==> config.mk <==
export PLATFORM = sky130hd
export DESIGN_NAME = round_robin_slice_scheduler_flat
export DESIGN_NICKNAME = d
export VERILOG_FILES = /design/src/design/rrss_pkg.sv /design/src/design/rrss_req_if.sv /design/src/design/rrss_rsp_if.sv /design/src/design/rrss_queue_mem.sv /design/src/design/round_robin_slice_scheduler.sv /design/src/flat_wrapper.sv
export SDC_FILE = /design/constraint.sdc
export NUM_CORES = 2
export LEC_CHECK = 0
export BUFFER_PORTS_ARGS = -buffer_cell sky130_fd_sc_hd__buf_2
export CORE_ASPECT_RATIO = 0.6
export CORE_MARGIN = 4
export CORE_UTILIZATION = 56
export CTS_CLUSTER_DIAMETER = 150
export DETAILED_ROUTE_END_ITERATION = 8
export PLACE_DENSITY = 0.82
export SYNTH_ARGS = -nofsm -noshare
export SYNTH_HDL_FRONTEND = slang
export SYNTH_SLANG_ARGS = --single-unit
==> constraint.sdc <==
create_clock -name clk -period 7.8 [get_ports clk]
set_clock_uncertainty 0.2 [all_clocks]
set_input_delay 0.78 -clock clk [delete_from_list [all_inputs] [get_ports clk]]
set_output_delay 0.78 -clock clk [all_outputs]
set_load 0.005 [all_outputs]
==> src/design/rrss_pkg.sv <==
package rrss_pkg;

    localparam int ID_W    = 8;
    localparam int BURST_W = 16;
    localparam int SLICE_W = 8;
    localparam int TIME_W  = 32;
    localparam int STAT_W  = 2;

    // Command codes carried in the cmd field of a request word.
    localparam logic CMD_ADD   = 1'b0;
    localparam logic CMD_SLICE = 1'b1;

    // Status codes of a response word.
    localparam logic [STAT_W-1:0] STATUS_OK    = 2'd0;
    localparam logic [STAT_W-1:0] STATUS_FULL  = 2'd1;
    localparam logic [STAT_W-1:0] STATUS_EMPTY = 2'd2;

    localparam logic [SLICE_W-1:0] QUANTUM_RESET = 8'd10;

    // One ready-queue entry.
    typedef struct packed {
        logic [ID_W-1:0]    id;
        logic [BURST_W-1:0] burst;
    } entry_t;

endpackage

==> src/design/rrss_req_if.sv <==
interface rrss_req_if;

    logic                         valid;
    logic                         ready;
    logic                         cmd;
    logic [rrss_pkg::ID_W-1:0]    task_id;
    logic [rrss_pkg::BURST_W-1:0] burst;

    modport source (output valid, output cmd, output task_id, output burst, input ready);
    modport sink   (input valid, input cmd, input task_id, input burst, output ready);

endinterface

==> src/design/rrss_rsp_if.sv <==
interface rrss_rsp_if;

    logic                         valid;
    logic                         ready;
    logic [rrss_pkg::STAT_W-1:0]  status;
    logic [rrss_pkg::ID_W-1:0]    ran_task_id;
    logic [rrss_pkg::SLICE_W-1:0] slice_length;
    logic [rrss_pkg::BURST_W-1:0] remaining_burst;
    logic                         finished;
    logic [rrss_pkg::TIME_W-1:0]  elapsed_time;

    modport source (
        output valid, output status, output ran_task_id, output slice_length,
        output remaining_burst, output finished, output elapsed_time, input ready
    );
    modport sink (
        input valid, input status, input ran_task_id, input slice_length,
        input remaining_burst, input finished, input elapsed_time, output ready
    );

endinterface

==> src/design/rrss_queue_mem.sv <==
// Ready-queue storage with one write and one registered read per cycle.
// A write to the address being read in the same cycle is forwarded, so the
// read data always shows the current contents of the read address.
module rrss_queue_mem #(
    parameter int DEPTH = 64,
    parameter int AW    = 6
) (
    input  logic                  clk,
    input  logic                  rst_n,
    input  logic                  wr_en,
    input  logic [AW-1:0]         wr_addr,
    input  rrss_pkg::entry_t      wr_entry,
    input  logic [AW-1:0]         rd_addr,
    output rrss_pkg::entry_t      rd_entry
);

    rrss_pkg::entry_t mem [DEPTH];
    rrss_pkg::entry_t rd_data_reg;
    rrss_pkg::entry_t byp_entry_reg;
    logic             byp_sel_reg;

    always_ff @(posedge clk)
    begin
        if (wr_en)
        begin
            mem[wr_addr] <= wr_entry;
        end
        rd_data_reg   <= mem[rd_addr];
        byp_entry_reg <= wr_entry;
    end

    always_ff @(posedge clk or negedge rst_n)
    begin
        if (!rst_n)
        begin
            byp_sel_reg <= 1'b0;
        end
        else
        begin
            byp_sel_reg <= wr_en && (wr_addr == rd_addr);
        end
    end

    assign rd_entry = byp_sel_reg ? byp_entry_reg : rd_data_reg;

endmodule

==> src/design/round_robin_slice_scheduler.sv <==
// Round-robin time-slice scheduler.
// A word goes through the input register and then the response register.
// Throughput: one word per cycle absent response stalls, set by the head-of-queue read,
// refreshed every cycle through the memory's registered read port and write forwarding.
// Reset: queue empty, pointers and elapsed time zero, quantum 10; the queue memory
// itself is not cleared, since no entry is read before it is written.
module round_robin_slice_scheduler #(
    parameter int QUEUE_DEPTH = 64
) (
    input  logic              clk,
    input  logic              rst_n,
    rrss_req_if.sink          req,
    rrss_rsp_if.source        rsp,
    input  logic              psel,
    input  logic              penable,
    input  logic              pwrite,
    input  logic [2:0]        paddr,
    input  logic [31:0]       pwdata,
    output logic [31:0]       prdata,
    output logic              pready
);

    localparam int AW = $clog2(QUEUE_DEPTH);
    localparam int CW = $clog2(QUEUE_DEPTH + 1);

    // Register index of the quantum, taken from the word address bit.
    localparam logic REG_QUANTUM = 1'b0;

    // ------------------------------------------------------------------
    // Configuration port. Only the quantum exists; other addresses read
    // as zero and ignore writes.
    // ------------------------------------------------------------------
    logic [rrss_pkg::SLICE_W-1:0] quantum_reg;
    logic                         cfg_wr;

    assign pready = 1'b1;
    assign cfg_wr = psel && penable && pwrite && pready && (paddr[2] == REG_QUANTUM);
    assign prdata = (paddr[2] == REG_QUANTUM) ? {24'd0, quantum_reg} : 32'd0;

    always_ff @(posedge clk or negedge rst_n)
    begin
        if (!rst_n)
        begin
            quantum_reg <= rrss_pkg::QUANTUM_RESET;
        end
        else if (cfg_wr)
        begin
            quantum_reg <= pwdata[rrss_pkg::SLICE_W-1:0];
        end
    end

    // ------------------------------------------------------------------
    // Input register. A word waits here while the head of the queue is
    // read, then is processed in a single pass.
    // ------------------------------------------------------------------
    logic                         s1_valid_reg;
    logic                         s1_cmd_reg;
    logic [rrss_pkg::ID_W-1:0]    s1_id_reg;
    logic [rrss_pkg::BURST_W-1:0] s1_burst_reg;
    logic                         adv;
    logic                         req_acc;

    // The stage moves forward when the response register is free or drained.
    assign adv       = s1_valid_reg && (!rsp.valid || rsp.ready);
    assign req.ready = !s1_valid_reg || adv;
    assign req_acc   = req.valid && req.ready;

    always_ff @(posedge clk or negedge rst_n)
    begin
        if (!rst_n)
        begin
            s1_valid_reg <= 1'b0;
        end
        else if (req.ready)
        begin
            s1_valid_reg <= req.valid;
        end
    end

    always_ff @(posedge clk)
    begin
        if (req_acc)
        begin
            s1_cmd_reg   <= req.cmd;
            s1_id_reg    <= req.task_id;
            s1_burst_reg <= req.burst;
        end
    end

    // ------------------------------------------------------------------
    // Queue state: head and tail pointers, occupancy and elapsed time.
    // ------------------------------------------------------------------
    logic [AW-1:0]               head_ptr_reg, head_ptr_next;
    logic [AW-1:0]               tail_ptr_reg, tail_ptr_next;
    logic [CW-1:0]               count_reg, count_next;
    logic [rrss_pkg::TIME_W-1:0] time_reg, time_next;

    logic             wr_en;
    rrss_pkg::entry_t wr_entry;
    rrss_pkg::entry_t head_entry;

    // The read address follows the head pointer's next value, so the
    // head entry is ready for the word processed in the following cycle.
    rrss_queue_mem #(
        .DEPTH (QUEUE_DEPTH),
        .AW    (AW)
    ) u_queue_mem (
        .clk      (clk),
        .rst_n    (rst_n),
        .wr_en    (wr_en),
        .wr_addr  (tail_ptr_reg),
        .wr_entry (wr_entry),
        .rd_addr  (head_ptr_next),
        .rd_entry (head_entry)
    );

    // ------------------------------------------------------------------
    // Single-pass scheduling decision.
    // ------------------------------------------------------------------
    logic                         q_full;
    logic                         q_empty;
    logic [rrss_pkg::SLICE_W-1:0] slice_len;
    logic [rrss_pkg::BURST_W-1:0] rem_burst;
    logic                         done;
    logic [AW-1:0]                head_inc;
    logic [AW-1:0]                tail_inc;

    logic                         rsp_valid_reg, rsp_valid_next;
    logic [rrss_pkg::STAT_W-1:0]  status_reg, status_next;
    logic [rrss_pkg::ID_W-1:0]    ran_id_reg, ran_id_next;
    logic [rrss_pkg::SLICE_W-1:0] slice_reg, slice_next;
    logic [rrss_pkg::BURST_W-1:0] rem_reg, rem_next;
    logic                         fin_reg, fin_next;
    logic [rrss_pkg::TIME_W-1:0]  etime_reg, etime_next;

    assign q_full   = (count_reg == CW'(QUEUE_DEPTH));
    assign q_empty  = (count_reg == '0);
    assign head_inc = (head_ptr_reg == AW'(QUEUE_DEPTH - 1)) ? '0 : head_ptr_reg + AW'(1);
    assign tail_inc = (tail_ptr_reg == AW'(QUEUE_DEPTH - 1)) ? '0 : tail_ptr_reg + AW'(1);

    // The slice is the smaller of the remaining burst and the quantum, so
    // the subtraction never goes below zero.
    assign slice_len = (head_entry.burst < {8'd0, quantum_reg}) ?
                       head_entry.burst[rrss_pkg::SLICE_W-1:0] : quantum_reg;
    assign rem_burst = head_entry.burst - {8'd0, slice_len};
    assign done      = (rem_burst == '0);

    always_comb
    begin
        head_ptr_next = head_ptr_reg;
        tail_ptr_next = tail_ptr_reg;
        count_next    = count_reg;
        time_next     = time_reg;
        wr_en         = 1'b0;
        wr_entry.id   = s1_id_reg;
        wr_entry.burst = s1_burst_reg;

        status_next = rrss_pkg::STATUS_OK;
        ran_id_next = '0;
        slice_next  = '0;
        rem_next    = '0;
        fin_next    = 1'b0;
        etime_next  = '0;

        if (adv)
        begin
            if (s1_cmd_reg == rrss_pkg::CMD_ADD)
            begin
                if (q_full)
                begin
                    status_next = rrss_pkg::STATUS_FULL;
                end
                else
                begin
                    wr_en         = 1'b1;
                    tail_ptr_next = tail_inc;
                    count_next    = count_reg + CW'(1);
                end
            end
            else if (q_empty)
            begin
                status_next = rrss_pkg::STATUS_EMPTY;
            end
            else
            begin
                // Pop the head. An unfinished task goes back to the tail,
                // which always has room since its own entry was just freed.
                head_ptr_next = head_inc;
                time_next     = time_reg + {24'd0, slice_len};
                if (done)
                begin
                    count_next = count_reg - CW'(1);
                end
                else
                begin
                    wr_en          = 1'b1;
                    wr_entry.id    = head_entry.id;
                    wr_entry.burst = rem_burst;
                    tail_ptr_next  = tail_inc;
                end
                ran_id_next = head_entry.id;
                slice_next  = slice_len;
                rem_next    = rem_burst;
                fin_next    = done;
                etime_next  = time_reg + {24'd0, slice_len};
            end
        end
    end

    // The response register is held while the consumer stalls.
    always_comb
    begin
        if (adv)
        begin
            rsp_valid_next = 1'b1;
        end
        else if (rsp.ready)
        begin
            rsp_valid_next = 1'b0;
        end
        else
        begin
            rsp_valid_next = rsp_valid_reg;
        end
    end

    always_ff @(posedge clk or negedge rst_n)
    begin
        if (!rst_n)
        begin
            head_ptr_reg  <= '0;
            tail_ptr_reg  <= '0;
            count_reg     <= '0;
            time_reg      <= '0;
            rsp_valid_reg <= 1'b0;
        end
        else
        begin
            head_ptr_reg  <= head_ptr_next;
            tail_ptr_reg  <= tail_ptr_next;
            count_reg     <= count_next;
            time_reg      <= time_next;
            rsp_valid_reg <= rsp_valid_next;
        end
    end

    always_ff @(posedge clk)
    begin
        if (adv)
        begin
            status_reg <= status_next;
            ran_id_reg <= ran_id_next;
            slice_reg  <= slice_next;
            rem_reg    <= rem_next;
            fin_reg    <= fin_next;
            etime_reg  <= etime_next;
        end
    end

    assign rsp.valid           = rsp_valid_reg;
    assign rsp.status          = status_reg;
    assign rsp.ran_task_id     = ran_id_reg;
    assign rsp.slice_length    = slice_reg;
    assign rsp.remaining_burst = rem_reg;
    assign rsp.finished        = fin_reg;
    assign rsp.elapsed_time    = etime_reg;

    // ------------------------------------------------------------------
    // Assertions.
    // ------------------------------------------------------------------
    a_count_bound: assert property (@(posedge clk) disable iff (!rst_n)
        count_reg <= CW'(QUEUE_DEPTH))
        else $error("task count exceeds queue depth");

    a_empty_ptrs: assert property (@(posedge clk) disable iff (!rst_n)
        (count_reg == '0) |-> (head_ptr_reg == tail_ptr_reg))
        else $error("empty queue with head and tail apart");

    a_add_count: assert property (@(posedge clk) disable iff (!rst_n)
        (adv && (s1_cmd_reg == rrss_pkg::CMD_ADD) && !q_full)
        |=> (count_reg == $past(count_reg) + CW'(1)))
        else $error("accepted add did not grow the queue");

    a_empty_status: assert property (@(posedge clk) disable iff (!rst_n)
        (adv && (s1_cmd_reg == rrss_pkg::CMD_SLICE) && q_empty)
        |=> (rsp.valid && (rsp.status == rrss_pkg::STATUS_EMPTY)))
        else $error("slice on empty queue not reported");

    a_fin_rem: assert property (@(posedge clk) disable iff (!rst_n)
        (rsp.valid && rsp.finished) |-> (rsp.remaining_burst == '0))
        else $error("finished task with time left");

endmodule

==> src/flat_wrapper.sv <==
// flat-port wrapper written by rule: the top's interface ports become plain ports
module round_robin_slice_scheduler_flat 
#(
    parameter int QUEUE_DEPTH = 64
)
  (clk, rst_n, psel, penable, pwrite, paddr, pwdata, prdata, pready, req_valid, req_cmd, req_task_id, req_burst, req_ready, rsp_valid, rsp_status, rsp_ran_task_id, rsp_slice_length, rsp_remaining_burst, rsp_finished, rsp_elapsed_time, rsp_ready);
  rrss_req_if req_i ();
  rrss_rsp_if rsp_i ();
  input  logic clk;
  input  logic rst_n;
  input  logic psel;
  input  logic penable;
  input  logic pwrite;
  input  logic [2:0] paddr;
  input  logic [31:0] pwdata;
  output logic [31:0] prdata;
  output logic pready;
  input wire logic [$bits(req_i.valid)-1:0] req_valid;
  input wire logic [$bits(req_i.cmd)-1:0] req_cmd;
  input wire logic [$bits(req_i.task_id)-1:0] req_task_id;
  input wire logic [$bits(req_i.burst)-1:0] req_burst;
  output wire logic [$bits(req_i.ready)-1:0] req_ready;
  output wire logic [$bits(rsp_i.valid)-1:0] rsp_valid;
  output wire logic [$bits(rsp_i.status)-1:0] rsp_status;
  output wire logic [$bits(rsp_i.ran_task_id)-1:0] rsp_ran_task_id;
  output wire logic [$bits(rsp_i.slice_length)-1:0] rsp_slice_length;
  output wire logic [$bits(rsp_i.remaining_burst)-1:0] rsp_remaining_burst;
  output wire logic [$bits(rsp_i.finished)-1:0] rsp_finished;
  output wire logic [$bits(rsp_i.elapsed_time)-1:0] rsp_elapsed_time;
  input wire logic [$bits(rsp_i.ready)-1:0] rsp_ready;
  assign req_i.valid = req_valid;
  assign req_i.cmd = req_cmd;
  assign req_i.task_id = req_task_id;
  assign req_i.burst = req_burst;
  assign req_ready = req_i.ready;
  assign rsp_valid = rsp_i.valid;
  assign rsp_status = rsp_i.status;
  assign rsp_ran_task_id = rsp_i.ran_task_id;
  assign rsp_slice_length = rsp_i.slice_length;
  assign rsp_remaining_burst = rsp_i.remaining_burst;
  assign rsp_finished = rsp_i.finished;
  assign rsp_elapsed_time = rsp_i.elapsed_time;
  assign rsp_i.ready = rsp_ready;
  round_robin_slice_scheduler #(.QUEUE_DEPTH(QUEUE_DEPTH)) u_core (.clk(clk), .rst_n(rst_n), .req(req_i), .rsp(rsp_i), .psel(psel), .penable(penable), .pwrite(pwrite), .paddr(paddr), .pwdata(pwdata), .prdata(prdata), .pready(pready));
endmodule
==> flow_summary_export.csv <==
group,metric,value,unit
timing,finalHoldViolCount,0,
placed_design,port_buffers,117,
timing,fin_crit_sh,94.97,%
global_route,grt_util_all_layers,25.80,%
setup_path,r2r_slack,390,ps
power_and_ir_drop,p_per_area,351.0,nW/um^2
yosys,ys_warn_count,0,
clock_tree,cts.clk_slew.worst_paths,60,ps
clock_tree,cts_made_buffers,144,
placed_design,placed_cells_incl_taps,5587,
yosys,seq_area_frac_synth,72.29,%
clock_tree,cts_tree,"done",
setup_path,timing.rr.end,"u_core.u_queue_mem.mem[38][13]",
drt,drtIter0Drc,5630,
placed_design,globalplace.congestion,0.9302,
worst_hold_path,hp-class,"in -> async",
floorplanning,dieWidth,468.0,um
yosys,synth_mux_area_share,20.34,%
setup_path,start_kind,"register",
timing,finalMaxSlewViolations,0,
power_and_ir_drop,p_leak,27.55,nW
cells_and_area,largest_reg_flops,1536,
timing,hold-worst-slack,21.53,ps
yosys,synth-simple-area-share,2.634,%
placed_design,dp_hpwl,102500,um
global_route,grt.overflow.total,0,
floorplanning,dieHeight,284.0,um
floorplanning,ios,169,
drt,drc,0,
job,maxCapViolCount,0,
setup_path,r2r-start,"u_core.u_queue_mem.byp_sel_reg",
yosys,netlist_instances,3820,
power_and_ir_drop,irDropWorstVdd,0.0002621,V
global_route,antenna_found_initial,9,
setup_path,crit_arrival,7690,ps
setup_path,critPathCaptureType,"register",
drt,routed_wl,172800,um
yosys,synth_flop_cell,"edfxtp_1",
yosys,synthXorXnorAreaFrac,1.212,%
cells_and_area,final_util,63.99,%
timing,fin_crit,7407,ps
drt,drt-vias-per-instance,6.277,
clock_tree,cts_setup_buffers,0,
yosys,synth_edf_count,1628,
global_route,grt_max_degree,128,
setup_path,path_max_fanout,16,
floorplanning,dieArea,132900,sq um
clock_tree,clockRootBuffer,"clkbuf_16",
setup_path,worst_path_dominant_cell_family,"simple AND/OR/NAND/NOR gates",
drt,num_vias,36907,
drt,firstDrtPassIters,5,
yosys,synth.cell_area,71100,sq um
cells_and_area,nets,4160,
clock_tree,clkLatencyLatePin,780,ps
setup_path,path_cells,"buf_4 > mux2i_4 > inv_1 > ha_1 > nor4b_2 > a22oi_4 > a221o_2 > o21ai_0 > ha_1 > inv_1 > ha_1 > o211ai_1 > o211ai_1 > and2_1 > a211oi_2 > xnor2_1 > or3_1 > o31a_4 > nand4_1 > nor2_2 > buf_4",
floorplanning,initial_core_util,56.88,%
yosys,synth.avg_cell_area,18.61,sq um
yosys,synth_top_family_by_area,"multiplexers",
setup_path,critPathSlowestCell,"nor2_2",
setup_path,path_buf_inv,4,
clock_tree,cts.sinks,1738,
yosys,ys_ff_latch,1738,
yosys,yosysUniqueCellTypes,90,
floorplanning,rows,100,
global_route,grt_pass1_wl,248800,um
setup_path,cpMostUsedCell,"ha_1",
global_route,grt_pass1_vias,36099,
yosys,synth_compound_gate_area_share,1.337,%
drt,wl_per_cell,29.38,um
yosys,synthAdderAreaFrac,0.4927,%
clock_tree,clock_path_buffers,3,
timing,worst_slew_pin_slew,1418,ps
status,status,"complete, no violations",
yosys,async_flop_share,3.567,%
setup_path,worst_r2r_path_depth,21,
drt,ant_nets,0,
clock_tree,htree_levels,4,
setup_path,required,8080,ps
timing,setup_viol,0,
cells_and_area,instances_no_fill,5880,
setup_path,worst_path_largest_cell_delay,870,ps
timing,fmax,0.1350,GHz
cells_and_area,syn_to_final_growth,12.49,%
setup_path,path_class,"reg -> reg",
timing,grt_setup_unrepaired,"false",
cells_and_area,drive_gt1_share,20.10,%
floorplanning,placeableCoreArea,125000,sq um
timing,relSlewSlack,5.475,%
## report_power, final
part           switching, mW  total [mW]  internal, mW  leakage [nW]
logic                   5.79        9.29          3.50          9.34
clock network           3.32        7.34          4.02          2.30
registers              0.288        11.4          11.2          15.9
total                   9.40        28.1          18.7          27.6
## logic make-up (layout without fill, tap and decap cells)
family / count (synthesis) / after routing
AO/OA/AOI/OAI: 131 / 131
XOR/XNOR: 95 / 95
adder cells (fa/ha/maj): 29 / 29
buffers and inverters: 244 / 596
flip-flops: 1738 / 1738
multiplexers: 1191 / 1191
other: 2 / 27
AND/OR/NAND/NOR: 390 / 390
## timing repair
| action | CTS | global route |
|---|---|---|
| hold buffers | 24 | 0 |
| setup endpoints to repair | 0 | 27 |
| gates resized for setup | 0 | 2 |
| endpoints found under the hold margin | 24 | 0 |
## per-layer routing
metal	global-route usage [%]	share of wire, %
met1	39.40	41
met3	7.249	12
met2	36.30	44
met5	0	0.017
met4	7.852	2.8
## layout make-up
type | count | area (sq um)
flip-flops and latches | 1738 | 51400
fillers | 8143 | 45010
multi-input cells | 1861 | 18950
clock buffers | 187 | 3889
repair buffers | 296 | 2681
well taps | 1683 | 2106
clock inverters | 80 | 824.5
inverters | 33 | 126.4
diodes | 2 | 5.005
## worst max path at each step
stage | cells past startpoint | end | slack (ps) | startpoint
global placement | 22 | u_core.u_queue_mem.mem[22][4] | 690 | u_core.u_queue_mem.byp_sel_reg
floorplan | 23 | u_core.u_queue_mem.mem[0][0] | -520 | u_core.u_queue_mem.byp_sel_reg
global route | 21 | u_core.u_queue_mem.mem[38][0] | 50 | u_core.u_queue_mem.byp_sel_reg
CTS | 22 | u_core.u_queue_mem.mem[20][4] | 430 | u_core.u_queue_mem.byp_sel_reg
finish | 21 | u_core.u_queue_mem.mem[38][13] | 390 | u_core.u_queue_mem.byp_sel_reg
detailed placement | 22 | u_core.u_queue_mem.mem[23][4] | 450 | u_core.u_queue_mem.byp_sel_reg
## synth_stat cells, types with 5 or more instances
library cell | count | area share (%)
edfxtp_1 | 1628 | 69
mux2i_1 | 951 | 13
mux4_2 | 192 | 6.1
nor2_1 | 153 | 0.81
buf_2 | 107 | 0.75
nand2_1 | 81 | 0.43
dfrtp_1 | 60 | 2.1
xnor2_1 | 60 | 0.74
clkbuf_1 | 52 | 0.27
dfxtp_1 | 48 | 1.4
mux2_2 | 37 | 0.59
nand3_1 | 36 | 0.25
o21ai_0 | 33 | 0.23
inv_1 | 31 | 0.16
xor2_1 | 31 | 0.38
and2_1 | 29 | 0.26
a21oi_1 | 28 | 0.20
buf_4 | 27 | 0.29
buf_1 | 21 | 0.11
nand4_1 | 20 | 0.18
ha_1 | 18 | 0.32
and3_1 | 14 | 0.12
nor3_1 | 13 | 0.092
nor2b_1 | 8 | 0.070
nand2b_1 | 7 | 0.062
o211ai_1 | 7 | 0.074
a21o_1 | 6 | 0.063
maj3_1 | 6 | 0.084
mux2i_4 | 6 | 0.19
or3_1 | 6 | 0.053
a31oi_1 | 5 | 0.044
o22ai_1 | 5 | 0.044
## stage by stage
stage / TNS, ps / area [sq um] / power, mW / worst slack [ps]
after global routing: 0 / 79980 / 28.97 / 48.01
after floorplan: -267150 / 71190 / 17.32 / -518.5
after global placement: 0 / 75010 / 20.44 / 689.5
final: 0 / 79980 / 28.07 / 392.7
after detailed placement: 0 / 75010 / 20.64 / 448.1
after CTS: 0 / 79970 / 27.94 / 432.7
## cell usage in the layout (no fill, tap or decap), drive strengths merged, types with 8 or more instances in the layout
cell type    count
buf            272
o21ai           38
bufinv          14
ha              18
a21oi           31
xor2            31
dfxtp           48
conb            25
and2            30
mux2            38
dlygate4sd3     24
mux2i          961
nor2           153
nand3           37
nor2b            8
xnor2           64
dfrtp           60
inv             42
clkinv          52
edfxtp        1628
mux4           192
nor3            15
clkbuf         187
nand2           82
nand4           23
and3            14
maj3            10
No activity file was read; power rests on OpenSTA's default activity.
